`src/rtl/apic_pkg.sv`:
```
package apic_pkg;

   // number of dimension fields on the ports and in the register file
   localparam int unsigned NumDims = 4;
   localparam int unsigned SizeWidth = 16;
   localparam int unsigned CountWidth = 3;
   localparam int unsigned CsrIndexWidth = 3;

   // register indexes of the configuration port
   typedef enum logic [CsrIndexWidth-1:0] {
      CSR_DIM_COUNT  = 3'd0,
      CSR_DIM_SIZE_0 = 3'd1,
      CSR_DIM_SIZE_1 = 3'd2,
      CSR_DIM_SIZE_2 = 3'd3,
      CSR_DIM_SIZE_3 = 3'd4
   } csr_index_type;

   // configuration as the datapath sees it: effective count and nonzero divisors
   typedef struct packed {
      logic [CountWidth-1:0]                dim_num;
      logic [NumDims-1:0][SizeWidth-1:0]    divisor;
   } cfg_type;

endpackage

```
`src/rtl/apic_csr.sv`:
```
module apic_csr
   import apic_pkg::*;
#(
   parameter int unsigned MAX_DIMS = 4
) (
   input  logic                     clock,
   input  logic                     reset,
   input  logic                     csr_we,
   input  logic [CsrIndexWidth-1:0] csr_index,
   input  logic [SizeWidth-1:0]     csr_wdata,
   output cfg_type                  cfg
);

   localparam int unsigned LimDims = (MAX_DIMS < NumDims) ? MAX_DIMS : NumDims;
   localparam logic [CountWidth-1:0] LimCount = CountWidth'(LimDims);

   logic [CountWidth-1:0]             dim_count_ff;
   logic [NumDims-1:0][SizeWidth-1:0] dim_size_ff;

   // write registers; indexes past the list are dropped
   always_ff @(posedge clock) begin
      if (reset) begin
         dim_count_ff <= CountWidth'(1);
         for (int i = 0; i < NumDims; i++) begin
            dim_size_ff[i] <= SizeWidth'(1);
         end
      end else if (csr_we) begin
         case (csr_index)
            CSR_DIM_COUNT:  dim_count_ff   <= csr_wdata[CountWidth-1:0];
            CSR_DIM_SIZE_0: dim_size_ff[0] <= csr_wdata;
            CSR_DIM_SIZE_1: dim_size_ff[1] <= csr_wdata;
            CSR_DIM_SIZE_2: dim_size_ff[2] <= csr_wdata;
            CSR_DIM_SIZE_3: dim_size_ff[3] <= csr_wdata;
            default: ;
         endcase
      end
   end

   // clamp the count to one..limit, treat a zero size as one
   always_comb begin
      if (dim_count_ff == '0) begin
         cfg.dim_num = CountWidth'(1);
      end else if (dim_count_ff > LimCount) begin
         cfg.dim_num = LimCount;
      end else begin
         cfg.dim_num = dim_count_ff;
      end
      for (int i = 0; i < NumDims; i++) begin
         cfg.divisor[i] = (dim_size_ff[i] == '0) ? SizeWidth'(1) : dim_size_ff[i];
      end
   end

endmodule

```
`config.mk`:
```
export PLATFORM = sky130hd
export DESIGN_NAME = apic_csr
export DESIGN_NICKNAME = d
export VERILOG_FILES = /design/src/rtl/apic_pkg.sv /design/src/rtl/apic_csr.sv
export SDC_FILE = /design/constraint.sdc
export NUM_CORES = 1
export LEC_CHECK = 0
export BUFFER_PORTS_ARGS = -buffer_cell sky130_fd_sc_hd__buf_2
export CELL_PAD_IN_SITES_DETAIL_PLACEMENT = 1
export CELL_PAD_IN_SITES_GLOBAL_PLACEMENT = 1
export CORE_MARGIN = 2
export CORE_UTILIZATION = 38
export DETAILED_ROUTE_END_ITERATION = 7
export HOLD_SLACK_MARGIN = 0.06
export PLACE_DENSITY = 0.84
export SYNTH_ARGS = -nofsm -noshare
export SYNTH_HDL_FRONTEND = slang
export SYNTH_SLANG_ARGS = --single-unit
```
`constraint.sdc`:
```
create_clock -name clock -period 2 [get_ports clock]
set_input_delay 0.4 -clock clock [delete_from_list [all_inputs] [get_ports clock]]
set_output_delay 0.4 -clock clock [all_outputs]
set_load 0.02 [all_outputs]
```
==> impl_metrics.json <==
{
  "status": "completed",
  "viasPerCell": 5.12,
  "ys_seq_area_share_pct": 47.9,
  "crit_type": "reg -> out",
  "yosysTopAreaCellShare_pct": 47.9,
  "grt_pass1_wl_um": 13900,
  "wl_met1_um": 3690,
  "grt_pass1_vias": 2628,
  "num_vias": 2611,
  "powerDensity_nw_per_um2": 853,
  "grt_max_degree": 29,
  "start_kind": "flip-flop",
  "ir_worst_vdd_mv": 0.283,
  "syn_inst": 379,
  "max_stage_delay_ps": 360,
  "cts_resized": 0,
  "start_util_pct": 38.8,
  "fin_setup_tns_ps": 0,
  "path_cells": "nor4_1, a41o_1, buf_2",
  "yosys.area.top_type": "dfxtp_1",
  "period_share_pct": 91.1,
  "dp_slack_ps": 499,
  "r2r_slack_ps": 1170,
  "slew_headroom_pct": 61.5,
  "hp-class": "in -> reg",
  "crit_path_end_kind": "primary output",
  "fin_cells": 510,
  "wl_met3_um": 505,
  "io_buffer_count": 88,
  "cp_max_fo": 3,
  "postRouteAntennaNets": 0,
  "synth.top_cells.by_count": "124 x nand2_1, 69 x clkbuf_1, 67 x dfxtp_1",
  "cts_setup_buffers": 0,
  "die_y_um": 89.9,
  "top_layer": "met4",
  "synth_area_leaders": "dfxtp_1 48%, nand2_1 17%, a21oi_1 11%, clkbuf_1 9.2%, nor4_1 2.7%",
  "clkSlewWorstSetupHoldPaths_ps": 70,
  "clk_latency_ps": 350,
  "layout_setup_ws_ps": 179,
  "syn_avg_cell_area_um2": 7.39,
  "drv_slew": 0,
  "drive_gt1_share_pct": 28.2,
  "root_buffer": "clkbuf_8",
  "r2r_start": "dim_count_ff[0]$_SDFFE_PP1P_",
  "synthArstFlopShare_pct": 0,
  "h-tree-depth": 3,
  "r2r_cells": 3,
  "worst_pin_slew_ps": 578,
  "synth.net_count": 401,
  "placedCellCount": 494,
  "drtIter0Drc": 69,
  "worst-endpoint-required_ps": 1600,
  "fmax_mhz": 549,
  "rsz0062_at_grt": "no",
  "setup_viol": 0,
  "io_pins": 89,
  "post-route-min-period_ps": 1820,
  "n_antenna_cell": 0,
  "cts.sinks": 67,
  "cts_tree": "built",
  "first_pass_iters": 4,
  "synth.distinct_cells": 21,
  "crit_slowest_cell": "nor4_1",
  "postLayoutCoreUtil_pct": 46.0,
  "dp_hpwl_um": 6100,
  "leakagePower_uw": 0.00140,
  "routedWlPerCell_um": 16.7,
  "area_delta_synth_final_pct": 18.5,
  "syn_area_um2": 2800,
  "cts_max_path_buffers": 2,
  "synth_edf_count": 0,
  "ys.flop_type": "dfxtp_1",
  "numCtsBuffers": 9,
  "antenna_found_initial": 0,
  "rr_endpoint": "dim_count_ff[0]$_SDFFE_PP1P_",
  "fp.dieW_um": 89.9,
  "hold_path.startpoint": "csr_wdata[0]",
  "finalHoldViolCount": 0,
  "worstHoldEndpoint": "dim_size_ff[48]$_SDFFE_PP1P_",
  "worstPathArrival_ps": 1420,
  "finalClockSkew_ps": 0,
  "core_um2": 7210,
  "drv_cap": 0,
  "num-nets-final": 428,
  "die_area_um2": 8080,
  "wirelength_um": 8510,
  "wl_met2_um": 4230,
  "fillerInstances": 925,
  "hold_depth": 3,
  "gp_congestion": 0.775,
  "grt_usage_pct": 22.1,
  "yosys_warnings": 0,
  "ys_ff_latch": 67,
  "rows": 31,
  "overflow": 0,
  "postCtsHoldBufs": 0,
  "route.detailed.drc": 0,
  "synth_most_common_cell": "nand2_1"
}
[per-stage QoR]
step	hold slack [ps]	cell area [µm²]	power [µW]
floorplan	443	2800	1560
global placement	455	3110	1660
detailed placement	463	3110	1660
CTS	336	3320	2860
global route	336	3320	2950
finish	346	3320	2830
[logic make-up after synthesis]
| kind of cell | synth area share [%] |
|---|---|
| simple gates | 25.7 |
| buf+inv | 12.7 |
| compound gates | 13.0 |
| flops | 47.9 |
| mux | 0.714 |
[worst max-delay path, delay by kind of cell, from the launching register on]
kind | cells | cell delay, ps
simple gates | 1 | 360
compound gates | 1 | 220
flops | 1 | 330
buf+inv | 1 | 160
[flip-flops by register name, indices dropped and copies added, names as in the netlist]
signal and cells:
dim_count_ff 3, dim_size_ff 64
[cell type report]
class	instances	area, µm²	share of cell area (%)
inverters	1	3.75	0.113
repair buffers	99	536	16.1
flip-flops and latches	67	1340	40.4
well taps	99	124	3.73
multi-input cells	228	1100	33.3
clock inverters	4	47.5	1.43
clock buffers	12	165	4.97
[worst max path at each step]
stage | start | end | slack, ps | cells after the start
2_1_floorplan | reset | dim_size_ff[13]$_SDFFE_PP0P_ | 720 | 4
3_3_place_gp | csr_index[2] | dim_size_ff[31]$_SDFFE_PP0P_ | 560 | 5
3_5_place_dp | csr_index[2] | dim_size_ff[24]$_SDFFE_PP0P_ | 500 | 5
4_1_cts | dim_size_ff[15]$_SDFFE_PP0P_ | cfg[0] | 150 | 3
5_1_grt | dim_size_ff[63]$_SDFFE_PP0P_ | cfg[48] | 110 | 3
6_report | dim_size_ff[15]$_SDFFE_PP0P_ | cfg[0] | 180 | 3
[power breakdown]
part	internal [µW]	switching, µW	total, µW
Sequential	1360	23.4	1390
Combinational	82.7	163	246
Clock	674	527	1200
[metal layers]
layer  track usage, %  vias up
li1                 -     1251
met4             6.92        0
met2             37.9       74
met1             27.0     1277
met3             5.95        9
met5                0        -
[cell usage in the layout, fill, tap and decap left out, types with 2 or more instances in the layout]
cell / count
nor2_1: 4
buf_2: 88
nand2_1: 124
clkbuf_8: 12
nand3b_1: 2
dfxtp_1: 67
nor4_1: 12
clkinv_2: 2
a21oi_1: 63
mux2i_1: 2
nand4bb_1: 3
nor3_1: 6
a41o_1: 4
buf_4: 10
and4bb_1: 3
Power figures use the tool's default switching activity.
